File: config.mk
export PLATFORM = sky130hd
export DESIGN_NAME = dcm_queue
export DESIGN_NICKNAME = d
export VERILOG_FILES = /design/src/design/dcm_queue.sv
export SDC_FILE = /design/constraint.sdc
export NUM_CORES = 1
export LEC_CHECK = 0
export ABC_AREA = 1
export BUFFER_PORTS_ARGS = -buffer_cell sky130_fd_sc_hd__buf_4
export CAP_MARGIN = 20
export CELL_PAD_IN_SITES_DETAIL_PLACEMENT = 1
export CELL_PAD_IN_SITES_GLOBAL_PLACEMENT = 1
export CORE_UTILIZATION = 40
export DETAILED_ROUTE_END_ITERATION = 8
export GPL_ROUTABILITY_DRIVEN = 0
export PLACE_DENSITY = 0.76
export SLEW_MARGIN = 30
export SYNTH_ARGS = -nofsm -noshare
export SYNTH_HDL_FRONTEND = slang
export SYNTH_SLANG_ARGS = --single-unit
File: constraint.sdc
create_clock -name clk -period 1.2 [get_ports clk]
set_input_delay 0.18 -clock clk [delete_from_list [all_inputs] [get_ports clk]]
set_output_delay 0.18 -clock clk [all_outputs]
set_load 0.005 [all_outputs]
File: src/design/dcm_queue.sv
// Two-entry job queue between the front and back parts.
// Generic on word width; no package dependency.
`timescale 1ns / 1ps
`default_nettype none

module dcm_queue #(
  parameter int W = 8
) (
  input  logic         clk,
  input  logic         rst,
  input  logic         push,
  input  logic [W-1:0] push_data,
  output logic         full,
  input  logic         pop,
  output logic [W-1:0] pop_data,
  output logic         not_empty
);

  localparam int DEPTH = 2;
  localparam int PTR_W = $clog2(DEPTH);

  logic [W-1:0]     slots [DEPTH];
  logic [PTR_W-1:0] wr_ptr;
  logic [PTR_W-1:0] rd_ptr;
  logic [PTR_W:0]   fill;

  assign full      = (fill == (PTR_W + 1)'(DEPTH));
  assign not_empty = (fill != '0);
  assign pop_data  = slots[rd_ptr];

  // Store pushed words
  always_ff @(posedge clk) begin
    if (push) begin
      slots[wr_ptr] <= push_data;
    end
  end

  // Advance pointers and fill level
  always_ff @(posedge clk) begin
    if (rst) begin
      wr_ptr <= '0;
      rd_ptr <= '0;
      fill   <= '0;
    end else begin
      if (push) begin
        wr_ptr <= wr_ptr + 1'b1;
      end
      if (pop) begin
        rd_ptr <= rd_ptr + 1'b1;
      end
      if (push && !pop) begin
        fill <= fill + 1'b1;
      end else if (pop && !push) begin
        fill <= fill - 1'b1;
      end
    end
  end

endmodule

`default_nettype wire

==> run summary <==
The run finished, with violations left. The checks that failed: negative setup slack. The y dimension of the die is about 48 um.

The synthesis-stage register bit count is 21. The overall routed net length is 1.668 mm. The repair_antennas step left the layout with diodes totalling 0. The filler cell count is roughly 220. In this run the critical register-to-register path is captured at slots[1][5]. The number of DRC violations after detailed routing is 0. The largest incremental delay on the critical path is 0.36 ns. The detail route stage leaves a number of antenna-violating nets equal to 0. Measured against its own limit, the worst slew margin works out to 0.7445.

The core region is about 0.0020 mm2. The detailed-route vias per instance came out at between 4 and 5. The setup violation total in the final timing report came out at 8.

The via count of the first global-routing pass came to around 540. The master of the slowest instance on the critical path is sky130_fd_sc_hd__dfxtp_2. The share of synthesized cell area in and, or, nand and nor gates came out at 0.07589. The fraction of layout instances using a drive strength above 1 came out at 0.4762. The clock tree skew after final layout is about 0.0011 ns.

Broken down by cell family, the worst path's largest delay share belongs to flip-flops. At the end of the flow the core is filled with cells to 0.5657. Compared with the post-synthesis result, the final layout area differs by 31.99%. The power per unit of standard cell area came out at between 1000 and 1500 mW/mm2. Max-cap violations in this run came to 0.

The kind of launch point of the worst setup path is a flip-flop. The worst setup margin came out at -0.1917 ns. The tree built by TritonCTS fans out to 21 sinks. The full die area is 0.002289 mm2. The mapped netlist covers roughly 840 um2. The post-DP HPWL is around 1.3 mm. The cell sitting at the root of the clock tree is a sky130_fd_sc_hd__clkbuf_4. The placed cell area came out at between 0.001 and 0.0015 mm2. The number of buffers on the longest clock path came out at 2. In this run the most critical hold path is launched from rst. The highest attainable clock frequency came out at around 720 MHz. Input and output buffers added on the ports amount to 21. For this run, the total global-route usage over all layers was measured as 0.1581. The post-CTS clock slew at the launch and capture registers of the worst setup and hold paths came out at around 0.11 ns. Of all nets on the critical path, the largest fanout is 8. The count of distinct cell types in the synthesized netlist is 16. The number of DRC markers in iteration 0 came out at 21.

For this run the aggregate overflow at the end of global routing stands at 0. STA classifies the critical path endpoint as an output port. The top-level port count is 22.

The reg-to-reg setup timing slack is roughly 0.15 ns. After detailed routing, the average wire length per cell comes to 15.03 um. The initial antenna violation count is 0. The later pin in the worst-skew pair is clocked with a latency of about 0.29 ns. The signal on the critical path passes through buf_12, mux2_4, buf_6. The synthesized netlist net count came out at 71. The count of mapped cells out of synthesis is 58. In the final timing run, aggregate negative setup slack is -1.493 ns. The path category of the worst min-delay check is primary input to flip-flop. The count of TritonRoute iterations in the first routing pass came out at 4. The final critical delay including setup and external delays came out at 1.392 ns. The transition time at the pin with the least slew margin is between 0.3 and 0.4 ns. The final hold violation count is 0.

Measured against the total synthesized area, the mux share comes to 0.1429. The worst hold path cell count came out at 2. The pin count of the biggest net entering global routing is 13. The number of max-slew violations in the final report is 0. The worst-case vdd ir drop came out at 860.7 uV.

The summed area of non-filler cells in the final layout came out at between 0.001 and 0.0015 mm2. The mean instance size in the synthesized netlist is about 14 um2. In this run, CTS created clock tree buffers numbering 3.

The critical path data required time is between 1 and 1.5 ns. Summed over all cells, the static leakage comes to just under 0.5 nW. The first global-routing pass estimated about 2.3 mm of wire. The total via count in the routed design came out at 520.

The synthesized-area fraction occupied by ao, oa, aoi and oai cells is 0.01190. The sequential area share after synthesis is 0.6905. The clock tree from TritonCTS is done. The sequential cell area in the final layout is 584.3 um2. The adder and majority gate portion of the synthesized area is 0.01488. The area share of xor/xnor cells in the synthesized design came out at 0.01042. In this run the horizontal extent of the chip is roughly 48 um. The worst register-to-register path begins at wr_ptr.

The critical path is of the flip-flop to output port type. Counting both buffers and inverters, the worst setup path holds a total of 2. The final layout contains 98 nets. The maximum level of the CTS H-tree came out at 1.

The count of warnings emitted by yosys is 0. At the worst endpoint, the arrival time is about 1.2 ns. The footprint of the multi-input gates came out at about 220 um2. The starting utilization of the core area is 0.4286. Counting cells, the worst reg-to-reg path comes to 2. The number of rows in the core area is 16. The ratio of final minimum period to clock period came out at 1.160. Setup repair after global routing could not meet its margin everywhere. By area, the combinational part of the netlist is dominated by multiplexers.
registers in the layout (all words and copies together), names as in the netlist, named ones only:
register / cells
slots: 16
fill: 2
wr_ptr: 1
rd_ptr: 1
through the flow:
step,worst slack [ns],power [mW],hold WS (ns),std cells
finish,-0.1917,1.465,0.04748,111
global route,-0.2272,1.533,0.04015,111
global placement,0.1110,1.107,0.3651,107
floorplan,0.1421,0.9934,0.2524,58
CTS,-0.2006,1.474,0.04331,111
detailed placement,0.09808,1.131,0.3692,107
where the power goes:
part	switching [mW]	internal, mW	total (mW)
Sequential	0.0209	0.834	0.855
Combinational	0.114	0.166	0.280
Clock	0.206	0.124	0.330
Total	0.341	1.12	1.46
worst max path at each step:
stage                     startpoint     endpoint  cells after the start
after floorplan               wr_ptr  slots[0][0]                      1
after global placement     flip-flop  pop_data[4]                      3
after detailed placement   flip-flop  pop_data[0]                      3
after CTS                  flip-flop  pop_data[0]                      3
after global routing       flip-flop  pop_data[2]                      3
final                      flip-flop  pop_data[3]                      3
placed cells by master (no fill, tap or decap), types with 2 or more instances in the layout:
| cell | synthesis | final |
|---|---|---|
| sky130_fd_sc_hd__buf_4 | 0 | 14 |
| sky130_fd_sc_hd__buf_6 | 1 | 8 |
| sky130_fd_sc_hd__clkbuf_4 | 0 | 3 |
| sky130_fd_sc_hd__dfxtp_1 | 5 | 2 |
| sky130_fd_sc_hd__dfxtp_2 | 0 | 3 |
| sky130_fd_sc_hd__edfxtp_1 | 16 | 16 |
| sky130_fd_sc_hd__inv_1 | 8 | 8 |
| sky130_fd_sc_hd__mux2_4 | 8 | 8 |
| sky130_fd_sc_hd__nand2_1 | 5 | 5 |
| sky130_fd_sc_hd__nor2_1 | 6 | 6 |
cell families after synthesis:
logic type / after synthesis
XOR/XNOR: 1
buffers and inverters: 10
adder cells (fa/ha/maj): 1
AND/OR/NAND/NOR: 15
multiplexers: 8
flip-flops: 21
AO/OA/AOI/OAI: 2
layer usage:
| layer | vias up | global-route usage | part of all wire | wire length [um] |
|---|---|---|---|---|
| met5 | - | 0 | 0 | 0 |
| met4 | 0 | 0.05000 | 0.0066 | 11 |
| met3 | 2 | 0.04906 | 0.036 | 60 |
| met2 | 14 | 0.3135 | 0.58 | 969 |
| met1 | 257 | 0.1514 | 0.38 | 626 |
| li1 | 247 | - | - | - |
Yosys cell counts (all sizes together):
library cell	n	area [um2]
nand2	6	25.03
o21ai	1	5.000
inv	9	33.78
nand4	1	6.260
xnor2	1	8.760
edfxtp	16	480.5
ha	1	12.51
dfxtp	5	100.1
a21oi	1	5.000
buf	1	11.26
nand3	1	5.000
nor3	1	5.000
mux2	8	120.1
nor2	6	22.52
repair_timing:
item / in CTS / in global routing
hold buffers: 0 / 0
gates cloned: 0 / 0
setup endpoints to repair: 8 / 10
resized for setup: 9 / 2
buffers inserted: 0 / 0
final cells by class:
type	count	share of cell area
clock buffer	3	0.02029
clock inverter	1	0.004510
inverter	9	0.03044
multi-input combinational	27	0.1939
sequential	21	0.5265
tap	27	0.03044
timing repair buffer	23	0.1939
Note: power is estimated with default switching activity, not from simulation.
