File: config.mk
export PLATFORM = sky130hd
export DESIGN_NAME = dcm_front
export DESIGN_NICKNAME = d
export VERILOG_FILES = /design/src/design/dcm_pkg.sv /design/src/design/dcm_front.sv
export SDC_FILE = /design/constraint.sdc
export NUM_CORES = 1
export LEC_CHECK = 0
export ABC_AREA = 1
export BUFFER_PORTS_ARGS = -buffer_cell sky130_fd_sc_hd__buf_2
export CAP_MARGIN = 10
export CORE_AREA = 5 5 198 200
export DETAILED_ROUTE_END_ITERATION = 16
export DIE_AREA = 0 0 203 205
export MAX_ROUTING_LAYER = met4
export PLACE_DENSITY = 0.56
export SYNTH_ARGS = -nofsm -noshare
export SYNTH_HDL_FRONTEND = slang
export SYNTH_SLANG_ARGS = --single-unit
File: constraint.sdc
create_clock -name clk -period 2.39 [get_ports clk]
set_input_delay 0.1195 -clock clk [delete_from_list [all_inputs] [get_ports clk]]
set_output_delay 0.1195 -clock clk [all_outputs]
set_load 0.02 [all_outputs]
File: src/design/dcm_pkg.sv
// Shared types and constants for the DC mean and offset corrector.
// No dependencies; the design files that use it refer to it by scoped names, the testbench imports it.
`timescale 1ns / 1ps
`default_nettype none

package dcm_pkg;

  localparam int SAMPLE_BITS        = 16;
  localparam int MAX_COUNT_BITS_DEF = 24;
  localparam int MEAN_BITS          = 32;
  localparam int FRAC_BITS          = 16;
  localparam int CFG_BITS           = 16;

  // Request kinds
  localparam logic REQ_MEASURE = 1'b0;
  localparam logic REQ_CORRECT = 1'b1;

  // Result kinds
  localparam logic RES_STATS  = 1'b0;
  localparam logic RES_SAMPLE = 1'b1;

  // Register indexes
  localparam logic CFG_APPLY_OFFSET  = 1'b0;
  localparam logic CFG_TARGET_OFFSET = 1'b1;

  typedef struct packed {
    logic                          req_type;
    logic signed [SAMPLE_BITS-1:0] sample;
    logic                          last;
  } req_word_t;

  typedef struct packed {
    logic                          result_kind;
    logic signed [MEAN_BITS-1:0]   mean_signed;
    logic        [MEAN_BITS-1:0]   mean_abs;
    logic signed [SAMPLE_BITS-1:0] correction;
    logic signed [SAMPLE_BITS-1:0] corrected_sample;
    logic                          count_saturated;
  } res_word_t;

  // Width of one job word in the front-to-back queue:
  // kind, sample, signed sum, magnitude sum, count, saturation flag.
  function automatic int job_bits(int count_bits);
    return 1 + SAMPLE_BITS + 2 * (SAMPLE_BITS + count_bits) + (count_bits + 1) + 1;
  endfunction

endpackage

`default_nettype wire

File: src/design/dcm_front.sv
// Front part: takes request words, accumulates measure samples, queues jobs.
// Depends on dcm_pkg for the request word type and job width.
`timescale 1ns / 1ps
`default_nettype none

module dcm_front #(
  parameter int MAX_COUNT_BITS = dcm_pkg::MAX_COUNT_BITS_DEF
) (
  input  logic                clk,
  input  logic                rst,
  input  logic                req_valid,
  input  dcm_pkg::req_word_t  req_word,
  output logic                req_stall,
  input  logic                q_full,
  output logic                q_push,
  output logic [dcm_pkg::job_bits(MAX_COUNT_BITS)-1:0] q_data
);

  localparam int SB    = dcm_pkg::SAMPLE_BITS;
  localparam int CNT_W = MAX_COUNT_BITS + 1;
  localparam int SUM_W = SB + MAX_COUNT_BITS;

  logic signed [SUM_W-1:0] signed_sum;
  logic        [SUM_W-1:0] magnitude_sum;
  logic        [CNT_W-1:0] sample_count;
  logic                    saturated_flag;

  logic                    take;
  logic                    is_correct;
  logic                    at_limit;
  logic        [SB-1:0]    smp_mag;
  logic signed [SUM_W-1:0] sum_upd;
  logic        [SUM_W-1:0] mag_upd;
  logic        [CNT_W-1:0] cnt_upd;
  logic                    sat_upd;

  assign req_stall  = q_full;
  assign take       = req_valid && !q_full;
  assign is_correct = (req_word.req_type == dcm_pkg::REQ_CORRECT);
  assign at_limit   = sample_count[CNT_W-1];

  // Accumulate unless the counter has hit its limit
  always_comb begin
    smp_mag = req_word.sample[SB-1] ? SB'(-req_word.sample) : SB'(req_word.sample);
    if (at_limit) begin
      sum_upd = signed_sum;
      mag_upd = magnitude_sum;
      cnt_upd = sample_count;
    end else begin
      sum_upd = signed_sum + SUM_W'(req_word.sample);
      mag_upd = magnitude_sum + SUM_W'(smp_mag);
      cnt_upd = sample_count + 1'b1;
    end
    sat_upd = saturated_flag | at_limit;
  end

  // Queue a job for every correct word and for the last measure word
  assign q_push = take && (is_correct || req_word.last);
  assign q_data = {req_word.req_type, req_word.sample, sum_upd, mag_upd, cnt_upd, sat_upd};

  // Hold the accumulators; clear them when a pass ends
  always_ff @(posedge clk) begin
    if (rst) begin
      signed_sum     <= '0;
      magnitude_sum  <= '0;
      sample_count   <= '0;
      saturated_flag <= 1'b0;
    end else if (take && !is_correct) begin
      if (req_word.last) begin
        signed_sum     <= '0;
        magnitude_sum  <= '0;
        sample_count   <= '0;
        saturated_flag <= 1'b0;
      end else begin
        signed_sum     <= sum_upd;
        magnitude_sum  <= mag_upd;
        sample_count   <= cnt_upd;
        saturated_flag <= sat_upd;
      end
    end
  end

endmodule

`default_nettype wire

==> results.yml, run 1 <==
power:
  combPwrFrac: 0.367
  power-per-cell-area_nw_per_um2: 326.4
  peakVddDrop_mv: 0.3387
  internal_power_w: 0.003696
  clockPowerShare: 0.316
  p_sw_frac: 0.3507
  seq_power_share: 0.317
  p_sw_w: 0.001996
  p_leak_nw: 8.332
drt:
  vias_per_cell: 4.881
  num_vias: 12880
  drt_pre_antenna_iters: 5
  wl_microns: 41370
  wl_per_cell_microns: 15.68
  drt_iter0_drc: 614
  drc: 0
  ant_nets: 0
grt:
  antenna_found_initial: 0
  track_usage: 0.1920
  grt_max_degree: 107
  grt_pass1_vias: 12280
  grt_pass1_wl_microns: 63070
  grt.overflow.total: 0
placed_design:
  place_hpwl_microns: 28930
  portBuffers: 146
  gp_congestion: 0.9048
yosys:
  ys_seq_area_frac: 0.2059
  synth-simple-area-share: 0.4202
  synth-compound-area-share: 0.1152
  synth_area_sq_um: 10300
  synth_top_cell_by_area: "nand2_1"
  avgSynthCellArea_sq_um: 5.763
  synthTopCellsByCount: "nand2_1 (627), inv_1 (248), a21oi_1 (161)"
  ys_ff_latch: 106
  postSynthCellCount: 1788
  synth_area_leaders: "nand2_1 (23%), dfxtp_1 (21%), inv_1 (9.0%), a21oi_1 (7.8%), ha_1 (7.3%)"
  synth_nets: 1872
  async_flop_share: 0
  ys_warn_count: 0
  yosys.area_share.xor_xnor: 0.04990
  synth-main-ff-cell: "dfxtp_1"
  ys_types: 48
  synth_edf_count: 0
  synthAdderAreaFrac: 0.07674
  yosysMostFrequentCell: "nand2_1"
  synth_mux_area_frac: 0.005828
  synth_top_family_by_area: "simple AND/OR/NAND/NOR gates"
  yosysTopAreaCellShare: 0.2284
final_layout:
  area.sequential_sq_um: 2187
  nFillCells: 3618
  finalNetCount: 2243
  utilization: 0.4685
  num_antenna_cells: 0
  multi_input_area_sq_um: 9719
  drive_above_1_share: 0.4797
  area_delta_synth_final_pct: 69.21
floorplanning:
  die_w_microns: 203
  io_pins: 147
  die_h_microns: 205
  start_util: 0.2768
  die_area_sq_um: 41620
  coreArea_sq_um: 37220
  placementRows: 71
critical_path:
  cp_data_required_time_ns: 2.27
  crit_path_start_kind: "primary input"
  endpoint_kind: "primary output"
  path_buf_inv: 4
  slowest_stage: "ha_1"
  criticalPathCategory: "primary input to primary output"
  cp_max_fo: 5
  max_stage_delay_ns: 0.37
  crit_arrival_ns: 2.92
  cpLargestDelayFamily: "simple AND/OR/NAND/NOR gates"
  crit_chain: "buf_6, nand3b_1, nor2_4, nand2_2, nor3_4, nand2_2, nand2_2, o21ai_2, xor2_1, ha_1, a21oi_2, buf_4, o22ai_1, a21oi_2, buf_6, nand3_4, nand2_4, xor2_4, buf_6"
sta:
  setup_viol: 89
  max_slew_margin: 0.5485
  finalCritPeriodShare: 1.273
  maxSlewViolCount: 0
  fin_tns_setup_ns: -25.00
  setup_ws_ns: -0.6518
  rsz0062_at_grt: "yes"
  tightest_slew_ns: 0.6710
  fin_crit_ns: 3.042
  finClkSkew_ns: 0.01774
  finalHoldViolCount: 0
  whs_ns: 0.2701
  max_freq_mhz: 328.8
cts:
  clk_path_buf_depth: 2
  cts_tree: "built"
  clk_latency_ns: 0.39
  clkSinkCount: 106
  cts_buffers: 9
  cts_hold_buf: 0
  path_clk_slew_ns: 0.07
  cts-root-buf: "clkbuf_16"
  htree_levels: 3
run:
  max-cap-violations: 0
outcome:
  violations: "negative setup slack"
  status: "finished, violations left"
worst_hold_path:
  hp-class: "primary input to register"
-- cell families after synthesis --
logic type / count (synthesis)
simple gates: 1006
buf+inv: 321
compound gates: 230
flops: 106
fa+ha+maj: 62
xor+xnor: 57
mux: 6
-- state kept, by name, summed over array words and instances, names as in the netlist --
signal,cells
sample_count,25
magnitude_sum,40
signed_sum,40
saturated_flag,1
-- power by group through the flow --
| stage | registers, W | logic, W | clock network, W |
|---|---|---|---|
| 6_report | 0.00181 | 0.00209 | 0.00180 |
| 5_1_grt | 0.00181 | 0.00224 | 0.00192 |
| 4_1_cts | 0.00181 | 0.00175 | 0.00185 |
| 3_5_place_dp | 0.00185 | 0.00136 | 0 |
| 3_3_place_gp | 0.00185 | 0.00135 | 0 |
| 2_1_floorplan | 0.00184 | 0.000776 | 0 |
-- final timing paths --
check / cells after the start / slack [ns] / from / to
setup / recovery: 19 / -0.65 / req_word[5] / q_data[51]
hold / removal: 2 / 0.27 / rst / signed_sum[33]
setup reg to reg: 15 / -0.09 / magnitude_sum[9] / magnitude_sum[33]
hold reg to reg: 2 / 0.47 / saturated_flag / saturated_flag
-- area by class of cell --
cell class,instances,area share
clock buffer,10,0.01371
timing repair buffer,430,0.2098
clock inverter,6,0.005382
tap,474,0.03401
inverter,249,0.05425
sequential,106,0.1254
multi-input combinational,1363,0.5574
-- per-layer routing --
metal	vias up	wire length (microns)	GRT usage	share of wire
met3	83	1998	0.03578	0.048
met2	318	20270	0.3267	0.49
met4	0	1442	0.05989	0.035
li1	6410	-	-	-
met1	6066	17660	0.2315	0.43
met5	-	0	-	0
-- layout by cell type, fill, tap and decap left out, types with 60 or more instances in the layout --
cell type / instances
nand2_4: 63
inv_1: 208
nand2_1: 452
nor2_1: 60
buf_6: 124
buf_4: 224
nand3_1: 71
dfxtp_1: 70
a21oi_1: 110
nand2_2: 114
buf_2: 70
-- worst register-to-register path, stage by stage, from the launching register on --
cell     delay [ns]
dfxtp_1        0.36
ha_1           0.44
nand2_2        0.13
buf_4          0.17
nor2_4         0.11
nand2_2        0.07
inv_2          0.06
nand4_1        0.09
buf_6          0.16
nand3_4        0.17
nand4_1        0.14
nand2_2        0.13
buf_6          0.10
buf_6          0.08
nand2_2        0.04
a21oi_2        0.15
-- through the flow --
| stage | std cells | setup slack (ns) | instance area, sq um | power [W] |
|---|---|---|---|---|
| finish | 2638 | -0.6518 | 17440 | 0.005692 |
| global route | 2638 | -0.8540 | 17440 | 0.005977 |
| floorplan | 1788 | -0.1675 | 10500 | 0.002617 |
| CTS | 2597 | -0.6050 | 15620 | 0.005412 |
| global placement | 2527 | -0.7683 | 12980 | 0.003200 |
| detailed placement | 2527 | -0.7766 | 12980 | 0.003206 |
-- what timing repair did --
item,4_1_cts,5_1_grt
buffers inserted,56,55
pin swaps,106,199
gates resized for setup,501,412
gates cloned,2,0
endpoints found under the setup margin,108,118
Note: power is estimated with default switching activity, not from simulation.
==> run 2, diff against run 1 <==
--- a/config.mk
+++ b/config.mk
@@ -8,11 +8,12 @@
 export ABC_AREA = 1
 export BUFFER_PORTS_ARGS = -buffer_cell sky130_fd_sc_hd__buf_2
 export CAP_MARGIN = 10
-export CORE_AREA = 5 5 198 200
+export CORE_AREA = 2 2 195 197
 export DETAILED_ROUTE_END_ITERATION = 16
-export DIE_AREA = 0 0 203 205
+export DIE_AREA = 0 0 197 199
 export MAX_ROUTING_LAYER = met4
 export PLACE_DENSITY = 0.56
+export SETUP_SLACK_MARGIN = 0.5
 export SYNTH_ARGS = -nofsm -noshare
 export SYNTH_HDL_FRONTEND = slang
 export SYNTH_SLANG_ARGS = --single-unit
==> run 2 against run 1 <==
Compared with the run above: the flow still finishes with violations (negative setup slack); fmax shrank 2.8%; global-route usage grew 0.84 points; sequential share of layout area grew 0.45 points; worst setup slack lost 0.088 ns; total power shrank 8.0%; flip-flop and latch count is the same; clock skew is essentially flat; die area shrank 5.8%; first-iteration DRC count grew 4.4%; design area shrank 3.1%; non-clock buffer count shrank 22.
==> results.yml, run 2 (synthesis results as in run 1) <==
run:
  max-cap-violations: 0
floorplanning:
  placementRows: 71
  coreArea_sq_um: 37130
  start_util: 0.2775
  io_pins: 147
  die_w_microns: 197
  die_area_sq_um: 39200
  die_h_microns: 199
sta:
  max_freq_mhz: 319.5
  tightest_slew_ns: 0.8859
  setup_ws_ns: -0.7395
  finalHoldViolCount: 0
  fin_crit_ns: 3.129
  whs_ns: 0.1223
  finalCritPeriodShare: 1.309
  finClkSkew_ns: 0.01806
  max_slew_margin: 0.4049
  maxSlewViolCount: 0
  rsz0062_at_grt: "yes"
  setup_viol: 100
placed_design:
  dp.cells: 2495
  gp_congestion: 0.9679
  place_hpwl_microns: 28570
  portBuffers: 146
final_layout:
  area.sequential_sq_um: 2196
  drive_above_1_share: 0.4388
  most-common-layout-cells: "nand2_1 (489), inv_1 (215), buf_4 (207)"
  finalNetCount: 2221
  num_antenna_cells: 0
  largest_registers: "magnitude_sum: 40 flops, signed_sum: 40 flops, sample_count: 25 flops"
  layout_commonest_cell: "nand2_1"
  multi_input_area_sq_um: 9355
  nFillCells: 3729
  area_delta_synth_final_pct: 64.02
  layout.cells.non_filler: 2614
cts:
  cts_tree: "built"
  clk_latency_ns: 0.38
  cts_buffers: 9
  path_clk_slew_ns: 0.07
  clkSinkCount: 106
  clk_path_buf_depth: 2
  cts-root-buf: "clkbuf_16"
  cts_hold_buf: 0
  htree_levels: 3
grt:
  track_usage: 0.2004
  grt_pass1_vias: 11600
  grt_pass1_wl_microns: 60780
  antenna_found_initial: 0
  grt_max_degree: 87
  grt.overflow.total: 0
critical_path:
  criticalPathCategory: "primary input to primary output"
  rrSetupSlack_ns: -0.19
  slowest_stage: "nor3_2"
  max_stage_delay_ns: 0.25
  crit_arrival_ns: 3.01
  r2r_end: "signed_sum[20]"
  r2r_start: "signed_sum[0]"
  crit_chain: "buf_6, nand3b_1, nor2_4, buf_6, nand4_1, nor3_2, nand2_1, nor4_2, buf_4, ha_4, a21oi_2, nor2_1, a21oi_2, nand3_4, buf_4, nand2_4, xor2_2, buf_6"
  crit_top_cell: "buf_6"
  cp_max_fo: 7
  reg2reg_depth: 16
  endpoint_kind: "primary output"
  cp_data_required_time_ns: 2.27
  path_buf_inv: 5
  cpLargestDelayFamily: "simple AND/OR/NAND/NOR gates"
  crit_path_start_kind: "primary input"
worst_hold_path:
  hp-class: "primary input to register"
  min_to: "sample_count[7]"
  hp-start: "req_word[0]"
  holdPathStages: 4
power:
  peakVddDrop_mv: 0.3029
  p_leak_nw: 7.931
  power-per-cell-area_nw_per_um2: 309.7
outcome:
  violations: "negative setup slack"
  status: "finished, violations left"
drt:
  vias_per_cell: 4.808
  wl_per_cell_microns: 15.27
  num_vias: 12570
  wl_microns: 39900
  drt_iter0_drc: 641
  drc: 0
  ant_nets: 0
  drt_pre_antenna_iters: 5
## run 2: cell types whose count changed in the layout (fill, tap and decap cells not counted), moves of 17 or more
cell,previous run,this run
nor2_1,60,84
nand2_2,114,93
buf_4,224,207
nand2_1,452,489
a21oi_2,42,59
## run 2: report_power, final
part,internal (W),switching [W]
Combinational,0.000864,0.00107
Sequential,0.00177,0.0000245
Clock,0.000705,0.000795
## run 2: layout make-up
cell class | instances | share of cell area
Timing Repair Buffer | 408 | 0.2087
Inverter | 249 | 0.05707
Tap cell | 474 | 0.03509
Clock inverter | 5 | 0.002443
Multi-Input combinational cell | 1363 | 0.5535
Clock buffer | 9 | 0.01332
Sequential cell | 106 | 0.1299
## run 2: worst max path at each step
stage,start,to,slack (ns),cells after the start
after floorplan,req_word[5],magnitude_sum[18],-0.16,19
after global placement,req_word[5],q_data[43],-0.64,16
after detailed placement,req_word[5],q_data[43],-0.72,16
after CTS,req_word[5],q_data[43],-0.61,20
after global routing,req_word[5],q_data[48],-0.92,20
final,req_word[5],q_data[48],-0.74,18
## run 2: tightest hold or removal path: cells and delay by family
| family | cells | cell delay [ns] |
|---|---|---|
| AOI/OAI and AO/OA | 1 | 0.05 |
| buffers and inverters | 1 | 0.11 |
| and+or+nand+nor | 2 | 0.18 |
## run 2: repair_timing
action / 4_1_cts / 5_1_grt
setup endpoints to repair: 177 / 190
cloned: 2 / 0
pin swaps: 81 / 130
resized for setup: 303 / 442
setup buffers: 45 / 58
## run 2: layer usage
metal | GRT usage | share of wire | up-vias
li1 | - | - | 6343
met5 | - | 0 | -
met3 | 0.02238 | 0.034 | 54
met2 | 0.3506 | 0.50 | 269
met1 | 0.2482 | 0.45 | 5901
met4 | 0.04428 | 0.017 | 0
## run 2: per-stage QoR
| stage | instance area (sq um) | setup slack (ns) | TNS [ns] | total power (W) | utilization |
|---|---|---|---|---|---|
| CTS | 14770 | -0.6063 | -24.73 | 0.004996 | 0.3978 |
| detailed placement | 12950 | -0.7237 | -37.42 | 0.003216 | 0.3488 |
| global route | 16900 | -0.9224 | -48.46 | 0.005499 | 0.4552 |
| finish | 16900 | -0.7395 | -32.08 | 0.005235 | 0.4552 |
| floorplan | 10710 | -0.1600 | -1.693 | 0.002666 | - |
| global placement | 12950 | -0.6411 | -32.81 | 0.003210 | 0.3488 |
==> run 3, diff against run 2 <==
--- a/config.mk
+++ b/config.mk
@@ -12,7 +12,7 @@
 export DETAILED_ROUTE_END_ITERATION = 16
 export DIE_AREA = 0 0 197 199
 export MAX_ROUTING_LAYER = met4
-export PLACE_DENSITY = 0.56
+export PLACE_DENSITY = 0.55
 export SETUP_SLACK_MARGIN = 0.5
 export SYNTH_ARGS = -nofsm -noshare
 export SYNTH_HDL_FRONTEND = slang
==> constraint.sdc (replaced) <==
create_clock -name clk -period 3.3 [get_ports clk]
set_input_delay 0.165 -clock clk [delete_from_list [all_inputs] [get_ports clk]]
set_output_delay 0.165 -clock clk [all_outputs]
set_load 0.02 [all_outputs]
==> run 3 against run 2 <==
Compared with the run above: the run now ends clean; routed wire length down 6.2%; clock-buffer cell count unchanged; design area down 18%; final cell count down 6.4%; critical path type unchanged; worst setup slack better by 0.83 ns; critical path depth down 1; first-iteration DRC count up 8.0%; non-clock buffer count down 170; global-route usage down 0.62 points; sequential share of layout area up 2.3 points; combinational power down 43%; largest power group is now registers; clock skew up 0.00074 ns.
==> results.yml, run 3 (synthesis results as in run 1) <==
outcome:
  status: "finished, final reports clean"
drt:
  vias_per_cell: 4.760
  drt_iter0_drc: 692
  num_vias: 11640
  ant_nets: 0
  drt_pre_antenna_iters: 5
  wl_microns: 37430
  wl_per_cell_microns: 15.30
  drc: 0
sta:
  max_slew_margin: 0.4637
  fin_tns_setup_ns: 0
  rsz0062_at_grt: "yes"
  finClkSkew_ns: 0.01880
  whs_ns: 0.2870
  finalHoldViolCount: 0
  setup_viol: 0
  max_freq_mhz: 311.7
  tightest_slew_ns: 0.7971
  maxSlewViolCount: 0
  finalCritPeriodShare: 0.9722
  fin_crit_ns: 3.208
final_layout:
  layout_commonest_cell: "nand2_1"
  multi_input_area_sq_um: 8193
  finalNetCount: 2052
  drive_above_1_share: 0.2821
  largest_registers: "magnitude_sum: 40 flops, signed_sum: 40 flops, sample_count: 25 flops"
  area_delta_synth_final_pct: 35.22
  most-common-layout-cells: "nand2_1 (540), inv_1 (235), a21oi_1 (126)"
  layout.cells.non_filler: 2446
  nFillCells: 4046
  area.sequential_sq_um: 2127
  utilization: 0.3753
cts:
  cts_buffers: 9
  cts_tree: "built"
  clk_path_buf_depth: 2
  clkSinkCount: 106
  htree_levels: 3
  path_clk_slew_ns: 0.08
  cts-root-buf: "clkbuf_16"
  clk_latency_ns: 0.38
placed_design:
  portBuffers: 146
  gp_congestion: 0.9577
  dp.cells: 2377
  place_hpwl_microns: 27260
critical_path:
  criticalPathCategory: "primary input to primary output"
  cp_data_required_time_ns: 3.13
  endpoint_kind: "primary output"
  crit_arrival_ns: 3.04
  cp_max_fo: 8
  crit_path_start_kind: "primary input"
  rrSetupSlack_ns: 0.82
grt:
  grt_pass1_wl_microns: 58710
  grt_max_degree: 107
  grt.overflow.total: 0
  gr-max-usage-layer: "met2"
  grt.met3_usage: 0.02984
  antenna_found_initial: 0
  use_met2: 0.3243
  grt_use_met1: 0.2452
  track_usage: 0.1942
  grt_pass1_vias: 11030
power:
  power-per-cell-area_nw_per_um2: 256.6
  seq_power_share: 0.366
  p_sw_frac: 0.3566
  p_sw_w: 0.001275
  clockPowerShare: 0.326
  internal_power_w: 0.002301
  p_leak_nw: 6.611
  power_w: 0.003576
  peakVddDrop_mv: 0.2359
  combPwrFrac: 0.308
floorplanning:
  placementRows: 71
  die_area_sq_um: 39200
  io_pins: 147
  start_util: 0.2775
  die_w_microns: 197
  coreArea_sq_um: 37130
  die_h_microns: 199
run:
  max-cap-violations: 0
worst_hold_path:
  hp-class: "primary input to register"
==> run 3: area by class of cell <==
cell class,count,area share
inverter,249,0.06770
multi-input combinational,1363,0.5880
sequential,106,0.1526
antenna,1,0.0001796
clock inverter,5,0.004579
timing repair buffer,238,0.1279
tap,474,0.04256
clock buffer,9,0.01616
timing repair inverter,1,0.0003592
==> run 3: layer usage <==
metal | share of wire | wire length, microns
met1 | 0.46 | 17340
met2 | 0.48 | 17820
met3 | 0.038 | 1422
met4 | 0.023 | 845
met5 | 0 | 0
==> run 3: path summary, 6_finish.rpt <==
kind | start | to | cells after the start
min | rst | sample_count[8] | 2
min reg2reg | saturated_flag | saturated_flag | 2
max | req_word[5] | q_data[56] | 17
max reg2reg | magnitude_sum[0] | magnitude_sum[28] | 16
==> run 3: timing repair <==
item / 4_1_cts / 5_1_grt
pin swaps: 47 / 50
gates resized for setup: 230 / 206
gates cloned: 2 / 1
setup buffers: 34 / 17
endpoints found under the setup margin: 60 / 94
hold buffers: 0 / 0
==> run 3: stage by stage <==
step / area, sq um / setup slack, ns
final: 13930 / 0.09160
after global routing: 13930 / -0.09438
after CTS: 12980 / 0.1772
after detailed placement: 11630 / -0.04944
after global placement: 11630 / -0.03996
after floorplan: 10320 / 0.5065
==> run 3: power by group through the flow <==
stage,sequential [W],clock [W],combinational (W)
finish,0.00131,0.00117,0.00110
global placement,0.00134,0,0.000841
detailed placement,0.00134,0,0.000844
floorplan,0.00133,0,0.000557
CTS,0.00131,0.00120,0.000973
global route,0.00131,0.00126,0.00120
==> run 3: worst max-delay path, stage by stage <==
cell	delay, ns
buf_6	0.09
nand3b_1	0.18
nor2_2	0.18
buf_4	0.14
nand4_1	0.17
nor3_2	0.23
nand2_1	0.13
nor4_2	0.21
ha_2	0.39
a21oi_2	0.21
nor2_1	0.08
a21oi_2	0.16
nand3_4	0.21
buf_6	0.19
nand4_1	0.07
nand2_2	0.09
buf_6	0.14
